## src/hdl/utq_pkg.sv

```systemverilog
// shared types and codes for the uart transmitter with byte queue
package utq_pkg;

   // item function codes
   localparam logic FUNC_PUSH = 1'b0;
   localparam logic FUNC_TICK = 1'b1;

   localparam int BYTE_W = 8;
   localparam int FILL_W = 5;

   // input word
   typedef struct packed {
      logic              func;
      logic [BYTE_W-1:0] data_byte;
   } req_word_type;

   // result word
   typedef struct packed {
      logic              line_level;
      logic [FILL_W-1:0] queue_fill;
      logic              push_dropped;
   } rsp_word_type;

   // classified command from front to back
   typedef struct packed {
      logic              is_tick;
      logic [BYTE_W-1:0] data_byte;
   } cmd_type;

endpackage

```

## src/hdl/utq_front.sv

```systemverilog
// front end: accepts input words, classifies them and queues commands
module utq_front (
   input  logic                 clock,
   input  logic                 reset,
   input  logic                 req_valid,
   output logic                 req_stall,
   input  utq_pkg::req_word_type req_word,
   output logic                 cmd_valid,
   output utq_pkg::cmd_type     cmd,
   input  logic                 cmd_pop
);
   import utq_pkg::*;

   localparam int CMD_DEPTH = 2;
   localparam int PTR_W     = $clog2(CMD_DEPTH);
   localparam int FILL_CW   = $clog2(CMD_DEPTH + 1);

   cmd_type              slots_ff [CMD_DEPTH];
   logic [PTR_W-1:0]     wr_ptr_ff, wr_ptr_in;
   logic [PTR_W-1:0]     rd_ptr_ff, rd_ptr_in;
   logic [FILL_CW-1:0]   fill_ff, fill_in;
   logic                 push;
   cmd_type              new_cmd;

   // classify the incoming word
   always_comb begin
      new_cmd.is_tick   = (req_word.func == FUNC_TICK);
      new_cmd.data_byte = req_word.data_byte;
   end

   assign req_stall = (fill_ff == FILL_CW'(CMD_DEPTH));
   assign push      = req_valid & ~req_stall;
   assign cmd_valid = (fill_ff != '0);
   assign cmd       = slots_ff[rd_ptr_ff];

   // pointer and fill update
   always_comb begin
      wr_ptr_in = push ? wr_ptr_ff + PTR_W'(1) : wr_ptr_ff;
      rd_ptr_in = cmd_pop ? rd_ptr_ff + PTR_W'(1) : rd_ptr_ff;
      fill_in   = fill_ff;
      if (push && !cmd_pop) begin
         fill_in = fill_ff + FILL_CW'(1);
      end else if (!push && cmd_pop) begin
         fill_in = fill_ff - FILL_CW'(1);
      end
   end

   // control registers
   always_ff @(posedge clock) begin
      if (reset) begin
         wr_ptr_ff <= '0;
         rd_ptr_ff <= '0;
         fill_ff   <= '0;
      end else begin
         wr_ptr_ff <= wr_ptr_in;
         rd_ptr_ff <= rd_ptr_in;
         fill_ff   <= fill_in;
      end
   end

   // command slots
   always_ff @(posedge clock) begin
      if (push) begin
         slots_ff[wr_ptr_ff] <= new_cmd;
      end
   end

endmodule

```

## src/hdl/utq_back.sv

```systemverilog
// back end: byte queue, frame sequencer and result register
module utq_back #(
   parameter int QUEUE_DEPTH = 16
) (
   input  logic                  clock,
   input  logic                  reset,
   input  logic                  cmd_valid,
   input  utq_pkg::cmd_type      cmd,
   output logic                  cmd_pop,
   input  logic                  csr_valid,
   output logic                  csr_ready,
   input  logic                  csr_data,
   output logic                  rsp_valid,
   input  logic                  rsp_stall,
   output utq_pkg::rsp_word_type rsp_word
);
   import utq_pkg::*;

   localparam int IDX_W     = (QUEUE_DEPTH > 1) ? $clog2(QUEUE_DEPTH) : 1;
   localparam int CNT_W     = $clog2(QUEUE_DEPTH + 1);
   localparam int BITS_W    = 4;
   localparam int DATA_BITS = 8;

   // frame phase codes
   localparam logic [2:0] PH_IDLE   = 3'd0;
   localparam logic [2:0] PH_START  = 3'd1;
   localparam logic [2:0] PH_DATA   = 3'd2;
   localparam logic [2:0] PH_PARITY = 3'd3;
   localparam logic [2:0] PH_STOP   = 3'd4;

   logic [BYTE_W-1:0] byte_mem [QUEUE_DEPTH];

   logic              parity_enable_ff;
   logic [2:0]        phase_ff, phase_in;
   logic [BYTE_W-1:0] shift_byte_ff, shift_byte_in;
   logic [BITS_W-1:0] bits_left_ff, bits_left_in;
   logic              parity_acc_ff, parity_acc_in;
   logic              line_ff, line_in;
   logic [IDX_W-1:0]  head_ff, head_in;
   logic [IDX_W-1:0]  tail_ff, tail_in;
   logic [CNT_W-1:0]  count_ff, count_in;
   logic              rsp_valid_ff, rsp_valid_in;
   rsp_word_type      rsp_word_ff, rsp_word_in;

   logic              exec;
   logic              dropped;
   logic              mem_wr;
   logic              load_shift;
   logic              shift_en;
   logic              next_phase_data_done;
   logic [2:0]        leave_data_phase;

   // config register, always ready
   assign csr_ready = 1'b1;

   always_ff @(posedge clock) begin
      if (reset) begin
         parity_enable_ff <= 1'b0;
      end else if (csr_valid) begin
         parity_enable_ff <= csr_data;
      end
   end

   // take a command when the result register is free or draining
   assign exec    = cmd_valid & (~rsp_valid_ff | ~rsp_stall);
   assign cmd_pop = exec;

   assign leave_data_phase     = parity_enable_ff ? PH_PARITY : PH_STOP;
   assign next_phase_data_done = (bits_left_ff == BITS_W'(1));
   assign shift_byte_in        = {1'b0, shift_byte_ff[BYTE_W-1:1]};

   // queue and frame sequencer next state
   always_comb begin
      phase_in      = phase_ff;
      bits_left_in  = bits_left_ff;
      parity_acc_in = parity_acc_ff;
      line_in       = line_ff;
      head_in       = head_ff;
      tail_in       = tail_ff;
      count_in      = count_ff;
      dropped       = 1'b0;
      mem_wr        = 1'b0;
      load_shift    = 1'b0;
      shift_en      = 1'b0;
      if (exec) begin
         if (!cmd.is_tick) begin
            // push a byte
            if (count_ff < CNT_W'(QUEUE_DEPTH)) begin
               mem_wr   = 1'b1;
               tail_in  = (tail_ff == IDX_W'(QUEUE_DEPTH - 1)) ? '0 : tail_ff + IDX_W'(1);
               count_in = count_ff + CNT_W'(1);
            end else begin
               dropped = 1'b1;
            end
         end else begin
            // one bit time
            unique case (phase_ff)
               PH_START: begin
                  if (count_ff != '0) begin
                     load_shift    = 1'b1;
                     head_in       = (head_ff == IDX_W'(QUEUE_DEPTH - 1)) ?
                                     '0 : head_ff + IDX_W'(1);
                     count_in      = count_ff - CNT_W'(1);
                     bits_left_in  = BITS_W'(DATA_BITS);
                     parity_acc_in = 1'b0;
                     line_in       = 1'b0;
                     phase_in      = PH_DATA;
                  end else begin
                     line_in = 1'b1;
                  end
               end
               PH_DATA: begin
                  if (bits_left_ff != '0) begin
                     line_in       = shift_byte_ff[0];
                     shift_en      = 1'b1;
                     parity_acc_in = parity_acc_ff ^ shift_byte_ff[0];
                     bits_left_in  = bits_left_ff - BITS_W'(1);
                     if (next_phase_data_done) begin
                        phase_in = leave_data_phase;
                     end
                  end else begin
                     line_in  = 1'b1;
                     phase_in = leave_data_phase;
                  end
               end
               PH_PARITY: begin
                  line_in  = parity_acc_ff;
                  phase_in = PH_STOP;
               end
               PH_STOP: begin
                  line_in  = 1'b1;
                  phase_in = PH_IDLE;
               end
               default: begin
                  line_in  = 1'b1;
                  phase_in = (count_ff != '0) ? PH_START : PH_IDLE;
               end
            endcase
         end
      end
   end

   // result register next state
   always_comb begin
      rsp_valid_in = exec | (rsp_valid_ff & rsp_stall);
      rsp_word_in  = rsp_word_ff;
      if (exec) begin
         rsp_word_in.line_level   = line_in;
         rsp_word_in.queue_fill   = FILL_W'(count_in);
         rsp_word_in.push_dropped = dropped;
      end
   end

   // control registers
   always_ff @(posedge clock) begin
      if (reset) begin
         phase_ff      <= PH_IDLE;
         bits_left_ff  <= '0;
         parity_acc_ff <= 1'b0;
         line_ff       <= 1'b1;
         head_ff       <= '0;
         tail_ff       <= '0;
         count_ff      <= '0;
         rsp_valid_ff  <= 1'b0;
      end else begin
         phase_ff      <= phase_in;
         bits_left_ff  <= bits_left_in;
         parity_acc_ff <= parity_acc_in;
         line_ff       <= line_in;
         head_ff       <= head_in;
         tail_ff       <= tail_in;
         count_ff      <= count_in;
         rsp_valid_ff  <= rsp_valid_in;
      end
   end

   // byte memory with registered read into the shift register
   always_ff @(posedge clock) begin
      if (mem_wr) begin
         byte_mem[tail_ff] <= cmd.data_byte;
      end
      if (load_shift) begin
         shift_byte_ff <= byte_mem[head_ff];
      end else if (shift_en) begin
         shift_byte_ff <= shift_byte_in;
      end
   end

   // result payload
   always_ff @(posedge clock) begin
      rsp_word_ff <= rsp_word_in;
   end

   assign rsp_valid = rsp_valid_ff;
   assign rsp_word  = rsp_word_ff;

   // queue never overfills
   a_count_bound: assert property (@(posedge clock) disable iff (reset)
      count_ff <= CNT_W'(QUEUE_DEPTH))
      else $error("byte queue count above depth");

   // empty or full queue has head and tail together
   a_ptr_match: assert property (@(posedge clock) disable iff (reset)
      (count_ff == '0 || count_ff == CNT_W'(QUEUE_DEPTH)) |-> (head_ff == tail_ff))
      else $error("queue pointers disagree with count");

   // a start bit with a waiting byte enters data with a full bit count
   a_start_load: assert property (@(posedge clock) disable iff (reset)
      (exec && cmd.is_tick && phase_ff == PH_START && count_ff != '0) |=>
      (phase_ff == PH_DATA && bits_left_ff == BITS_W'(DATA_BITS) && !line_ff))
      else $error("start bit did not load a frame");

endmodule

```

## src/hdl/uart_transmitter_with_queue_top.sv

```systemverilog
// top level of the uart transmitter with byte queue
//
//   channel  handshake             payload        direction
//   req      req_valid/req_stall   req_word       in  (push byte or bit tick)
//   rsp      rsp_valid/rsp_stall   rsp_word       out (line, fill, drop flag)
//   csr      csr_valid/csr_ready   csr_data       in  (parity enable)
//
// one word per clock sustained while rsp is not stalled; an accepted word goes to a
// command queue slot, then through the sequencer into the result register.
// a two-entry command queue lets req keep flowing for up to two words while rsp is stalled.
// synchronous active-high reset; no clearing pass, the byte store is not initialized.
module uart_transmitter_with_queue_top #(
   parameter int QUEUE_DEPTH = 16
) (
   input  logic                  clock,
   input  logic                  reset,
   input  logic                  req_valid,
   output logic                  req_stall,
   input  utq_pkg::req_word_type req_word,
   output logic                  rsp_valid,
   input  logic                  rsp_stall,
   output utq_pkg::rsp_word_type rsp_word,
   input  logic                  csr_valid,
   output logic                  csr_ready,
   input  logic                  csr_data
);
   import utq_pkg::*;

   logic    cmd_valid;
   logic    cmd_pop;
   cmd_type cmd;

   // accept and classify
   utq_front u_front (
      .clock     (clock),
      .reset     (reset),
      .req_valid (req_valid),
      .req_stall (req_stall),
      .req_word  (req_word),
      .cmd_valid (cmd_valid),
      .cmd       (cmd),
      .cmd_pop   (cmd_pop)
   );

   // queue, framer and result
   utq_back #(
      .QUEUE_DEPTH (QUEUE_DEPTH)
   ) u_back (
      .clock     (clock),
      .reset     (reset),
      .cmd_valid (cmd_valid),
      .cmd       (cmd),
      .cmd_pop   (cmd_pop),
      .csr_valid (csr_valid),
      .csr_ready (csr_ready),
      .csr_data  (csr_data),
      .rsp_valid (rsp_valid),
      .rsp_stall (rsp_stall),
      .rsp_word  (rsp_word)
   );

endmodule
```

## config.mk

```make
export PLATFORM = sky130hd
export DESIGN_NAME = uart_transmitter_with_queue_top
export DESIGN_NICKNAME = d
export VERILOG_FILES = /design/src/hdl/utq_pkg.sv /design/src/hdl/utq_front.sv /design/src/hdl/utq_back.sv /design/src/hdl/uart_transmitter_with_queue_top.sv
export SDC_FILE = /design/constraint.sdc
export NUM_CORES = 1
export LEC_CHECK = 0
export BUFFER_PORTS_ARGS = -buffer_cell sky130_fd_sc_hd__buf_4
export CELL_PAD_IN_SITES_DETAIL_PLACEMENT = 1
export CELL_PAD_IN_SITES_GLOBAL_PLACEMENT = 1
export CORE_MARGIN = 10
export CORE_UTILIZATION = 31
export DETAILED_ROUTE_END_ITERATION = 10
export PLACE_DENSITY_LB_ADDON = 0.1
export SLEW_MARGIN = 20
export SYNTH_ARGS = -nofsm -noshare
export SYNTH_HDL_FRONTEND = slang
export SYNTH_SLANG_ARGS = --single-unit
export TNS_END_PERCENT = 10
```

## constraint.sdc

```tcl
create_clock -name clock -period 7.2 [get_ports clock]
set_input_delay 0.36 -clock clock [delete_from_list [all_inputs] [get_ports clock]]
set_output_delay 0.36 -clock clock [all_outputs]
set_load 0.02 [all_outputs]
```

* Word level (Yosys, flattened, before mapping)
Memories as Yosys holds them, arrays and structs flattened. A register that Yosys moved wholly into a read port is not among the register bits.
Cells that the tools add are included.
W data, S select, Z words.
** Storage, ports and cells
- Bits in latches :: 0
- Bits of input ports :: 15
- Memories kept :: 2
- Output and inout bits :: 10
- Memory bits (read-only) :: 0
- Word-level logic and storage cells :: 111
- Memory bits (writable) :: 146
- Bits in registers :: 43
** Cells by class
- Shifts and indexed selects :: 0
- $mul :: 0
- Equality and inequality tests :: 11
- $lt $le $gt $ge :: 1
- Mux-type cells :: 48
- Divide/modulo/power cells :: 0
- Add/subtract/negate cells :: 9
- Reductions and logical operators :: 14
- Bitwise operators :: 10
** Memory list
- u_back.byte_mem :: words 16, bits a word 8, read ports 1, clocked after Yosys merged registers in 1, wr ports 1, line utq_back.sv:31 : logic [BYTE_W-1:0] byte_mem [QUEUE_DEPTH];
- u_front.slots_ff :: words 2, bits a word 9, read ports 1, clocked after Yosys merged registers in 1, wr ports 1, line utq_front.sv:18 : cmd_type slots_ff [CMD_DEPTH];
** Operators with widths (count)
- $mux W1 :: 25
- $mux W5 :: 5
- $mux W4 :: 6
- $mux W8 :: 2
- $mux W3 :: 4
- $pmux W3 S4 :: 1
- $add A4 B1 Y4 const B :: 2
- $eq A4 B4 Y1 const B :: 2
- $pmux W4 S2 :: 1
- $reduce_and A4 Y1 :: 2
- $reduce_bool A2 Y1 :: 4
- $eq A3 B2 Y1 const B :: 2
- $add A5 B1 Y5 const B :: 1
- $lt A5 B5 Y1 const B :: 1
- $reduce_and A5 Y1 :: 1
- $reduce_bool A5 Y1 :: 1
- $sub A5 B1 Y5 const B :: 1
- $eq A4 B1 Y1 const B :: 1
- $mux W2 :: 2
- $ne A2 B1 Y1 const B :: 2
- $not A1 Y1 :: 4
- $reduce_bool A4 Y1 :: 1
- $sub A4 B1 Y4 const B :: 1
- $and A1 B1 Y1 :: 3
- 14 further kinds :: 18

* Longest topological paths before layout
- Depth after elaboration :: 7
- Mapped depth :: 8

* Hierarchy
Synthesis repeated with hierarchy kept, for this count alone.
** Second synthesis, totals
- Cell total of the unflattened synthesis :: 493
- Area, all modules :: 7997.7 um2
** By module, submodules not included
- utq_back :: times used 1, cells each 440, seq. area each 4854.7 um2, area an instance 7131.8 um2
- utq_front :: times used 1, cells each 53, seq. area each 640.6 um2, area an instance 865.8 um2

* Worst setup path after synthesis
OpenSTA, ideal clock, no wires.
- Kind :: register to register
- From :: register with a tool-made name
- To :: memory u_back.byte_mem[0][0] (enable)
- Required time :: 6.817 ns
- Stages on the path, launching flop included :: 6
- Path slack :: 4.690 ns
- Arrival time :: 2.127 ns
- Period minus slack after synthesis :: 2.510 ns
- Library setup time :: 0.383 ns
- Buffers on the path :: 1
- Path through :: dfxtp_1 > buf_2 > mux2_2 > nor3_2 > nand2_1 > nor3_1
** RTL lines (line)
- end, declared :: utq_back.sv:31

==> results.py <==
metrics = {
    "route": {
        "vias": 4126,
        "drt_wl_total_um": 18200,
        "drt.antenna.violating_nets": 0,
        "top_layer_used": "met4",
        "first_iter_violations": 275,
        "wl_met3_um": 498,
        "dr.pass1.iters": 4,
        "dr_wl_met2_um": 8830,
        "wl_per_cell_um": 21.8,
        "drc": 0,
        "vias_per_cell": 4.93,
        "wl_met1_um": 8680,
    },
    "floorplanning": {
        "rows": 58,
        "start_util": 0.313,
        "dieWidth_um": 179,
        "io_pins": 25,
        "coreArea_mm2": 0.0251,
        "die_h_um": 179,
        "die-area_mm2": 0.0322,
    },
    "timing": {
        "final_hold_viol_count": 0,
        "timing.fmax_mhz": 352,
        "hold_slack_ps": 117,
        "setup_ws_ps": 4360,
        "worst_clock_skew_ps": 10.2,
        "worstMarginPinSlew_ps": 932,
        "maxSlewHeadroom": 0.379,
        "setup_tns_ps": 0,
        "slew_viol_final": 0,
        "period_needed_ps": 2840,
        "finalSetupViolations": 0,
        "rsz0062_at_grt": "no",
        "period_share": 0.395,
    },
    "clock_network": {
        "cts.repair.resized": 0,
        "clock_path_buffers": 2,
        "cts.sinks": 194,
        "clock-root-buffer": "clkbuf_16",
        "cts_buffers": 17,
        "ctsHoldBuffers": 0,
        "clock_latency_ps": 420,
        "clk_pin_slew_ps": 70,
        "cts_tree": "done",
        "post_cts_buffers": 0,
        "cts.htree.levels": 4,
    },
    "yosys": {
        "synth-edff-count": 161,
        "avgSynthCellArea_um2": 16.6,
        "ys_seq_elements": 194,
        "ys_seq_area_frac": 0.698,
        "postSynth.asyncResetShare": 0,
        "ys_types": 58,
        "yosys_warnings": 0,
        "syn_nets": 499,
        "synth_ff_type": "edfxtp_1",
        "netlist_area_mm2": 0.00787,
        "synth_cells": 473,
    },
    "run_status": {
        "outcome": "finished clean",
    },
    "finish": {
        "layout.nets": 521,
        "synthToLayoutAreaGrowth_pct": 13.5,
        "fillers": 2581,
        "drive_above_1_share": 0.217,
        "multiInputGateArea_mm2": 0.00222,
        "regArea_mm2": 0.00550,
        "diodes": 0,
    },
    "place": {
        "place_congestion": 0.805,
        "numPortBuffers": 23,
        "dp_slack_ps": 4100,
        "dp_hpwl_um": 12000,
    },
    "power": {
        "powerDensity_mw_per_mm2": 319,
        "peakVddDrop_v": 0.000145,
        "finalPower_w": 0.00285,
        "p_leak_nw": 2.81,
    },
    "global_routing": {
        "grt_start_max_net_pins": 33,
        "grt_pass1_wl_um": 28100,
        "overflow": 0,
        "gr-usage-all-layers": 0.119,
        "grt_pass1_vias": 4537,
        "antenna_found_initial": 0,
    },
    "worst_setup_path": {
        "end_kind": "register",
        "setup.worst_path.class": "reg2reg",
        "cp_max_fo": 10,
        "worst_ep_required_time_ps": 7250,
        "worstPathArrival_ps": 2890,
        "critPathLaunchType": "register",
    },
    "run": {
        "drv_cap": 0,
    },
    "min_path": {
        "hold_path.class": "in2reg",
    },
}
[flip-flops by register name (all words and copies together), names as in the netlist, named ones only]
| signal | cells |
|---|---|
| u_back.byte_mem | 128 |
| u_back.phase_ff | 3 |
| u_front.wr_ptr_ff | 1 |
| u_front.rd_ptr_ff | 1 |
| u_back.rsp_valid | 1 |
| u_back.parity_enable_ff | 1 |
| u_back.line_ff | 1 |
| u_back.bits_left_ff | 4 |
| u_front.slots_ff | 18 |
| u_back.head_ff | 4 |
| u_front.fill_ff | 2 |
| u_back.tail_ff | 4 |
| u_back.shift_byte_ff | 8 |
| u_back.count_ff | 5 |
| u_back.parity_acc_ff | 1 |
| u_back.rsp_word | 7 |
[stage by stage]
step | cells | area [um^2] | utilization
after global placement | 806 | 8370 | 0.333
after global routing | 837 | 8930 | 0.356
after floorplan | 473 | 7870 | -
final | 837 | 8930 | 0.356
after detailed placement | 806 | 8380 | 0.334
after CTS | 837 | 8920 | 0.355
[final cells by class]
| cell class | instances | share of cell area |
|---|---|---|
| Inverter | 17 | 0.00770 |
| Clock inverter | 12 | 0.0122 |
| Timing Repair Buffer | 26 | 0.0218 |
| Tap cell | 330 | 0.0462 |
| Clock buffer | 19 | 0.0485 |
| Sequential cell | 194 | 0.615 |
| Multi-Input combinational cell | 239 | 0.248 |
[placed cells by master (no fill, tap or decap), types with 3 or more instances in the layout]
master / count
a211oi_1: 16
a21o_1: 7
a21oi_1: 13
a31oi_1: 3
a41oi_1: 4
buf_4: 26
clkbuf_16: 17
clkinvlp_4: 3
dfxtp_1: 31
edfxtp_1: 161
ha_1: 11
inv_1: 16
inv_6: 4
mux2_2: 9
mux2i_1: 11
mux4_2: 32
nand2_1: 12
nand2b_1: 8
nor2_1: 29
nor2b_1: 3
nor3_1: 6
nor3_2: 5
o21ai_0: 6
o22ai_1: 9
o31ai_1: 4
or2_2: 3
or3_1: 5
or4_1: 3
xor2_1: 4
[cell families after synthesis]
family	after synthesis	synth area share
xor gates and xnor gates	6	0.00668
buffers and inverters	40	0.0224
adders and majority gates	11	0.0175
muxes	52	0.118
other	1	0.000477
AOI/OAI and AO/OA	78	0.0722
DFF	194	0.698
and+or+nand+nor	91	0.0639
[where the power goes]
group / total, W / internal, W / switching [W]
sequential: 0.00144 / 0.00138 / 0.0000555
combinational: 0.000523 / 0.000170 / 0.000353
clock: 0.000891 / 0.000477 / 0.000414
[final timing paths]
kind                                          endpoint                  from  cells past startpoint  slack [ps]
worst max-delay path            u_back.byte_mem[15][4]              register                      3        4360
worst min-delay path            u_front.slots_ff[1][2]           req_word[2]                      1         120
worst max register to register  u_back.byte_mem[15][4]              register                      3        4360
worst min register to register    u_back.parity_acc_ff  u_back.parity_acc_ff                      2         490
[critical path, cell delays in order (launching register included)]
cell and delay [ps]:
dfxtp_1 590, mux2i_1 770, nand4_1 410, nor2_1 690
[synth_stat cells, drive strengths merged (2+ instances only)]
cell type | instances | area share
a211oi | 16 | 0.015
a21o | 7 | 0.0067
a21oi | 13 | 0.0083
a2bb2oi | 3 | 0.0056
a31oi | 3 | 0.0024
a41oi | 4 | 0.0045
and3 | 2 | 0.0016
buf | 14 | 0.0094
clkbuf | 9 | 0.0043
dfxtp | 33 | 0.084
edfxtp | 161 | 0.61
ha | 11 | 0.017
inv | 17 | 0.0087
mux2 | 9 | 0.013
mux2i | 11 | 0.014
mux4 | 32 | 0.092
nand2 | 12 | 0.0057
nand2b | 8 | 0.0064
nand4 | 2 | 0.0016
nor2 | 29 | 0.014
nor2b | 3 | 0.0024
nor3 | 11 | 0.0076
nor3b | 2 | 0.0019
nor4 | 3 | 0.0043
o21a | 2 | 0.0019
o21ai | 6 | 0.0038
o22ai | 9 | 0.0072
o31ai | 4 | 0.0038
or2 | 3 | 0.0024
or3 | 5 | 0.0040
or3b | 2 | 0.0022
or4 | 3 | 0.0029
xnor2 | 2 | 0.0022
xor2 | 4 | 0.0045
[layer usage]
layer	track usage	vias to the layer above
li1	-	1915
met3	0.0198	14
met5	0	-
met2	0.187	42
met4	0.0441	0
met1	0.161	2155
Power figures use the tool's default switching activity.
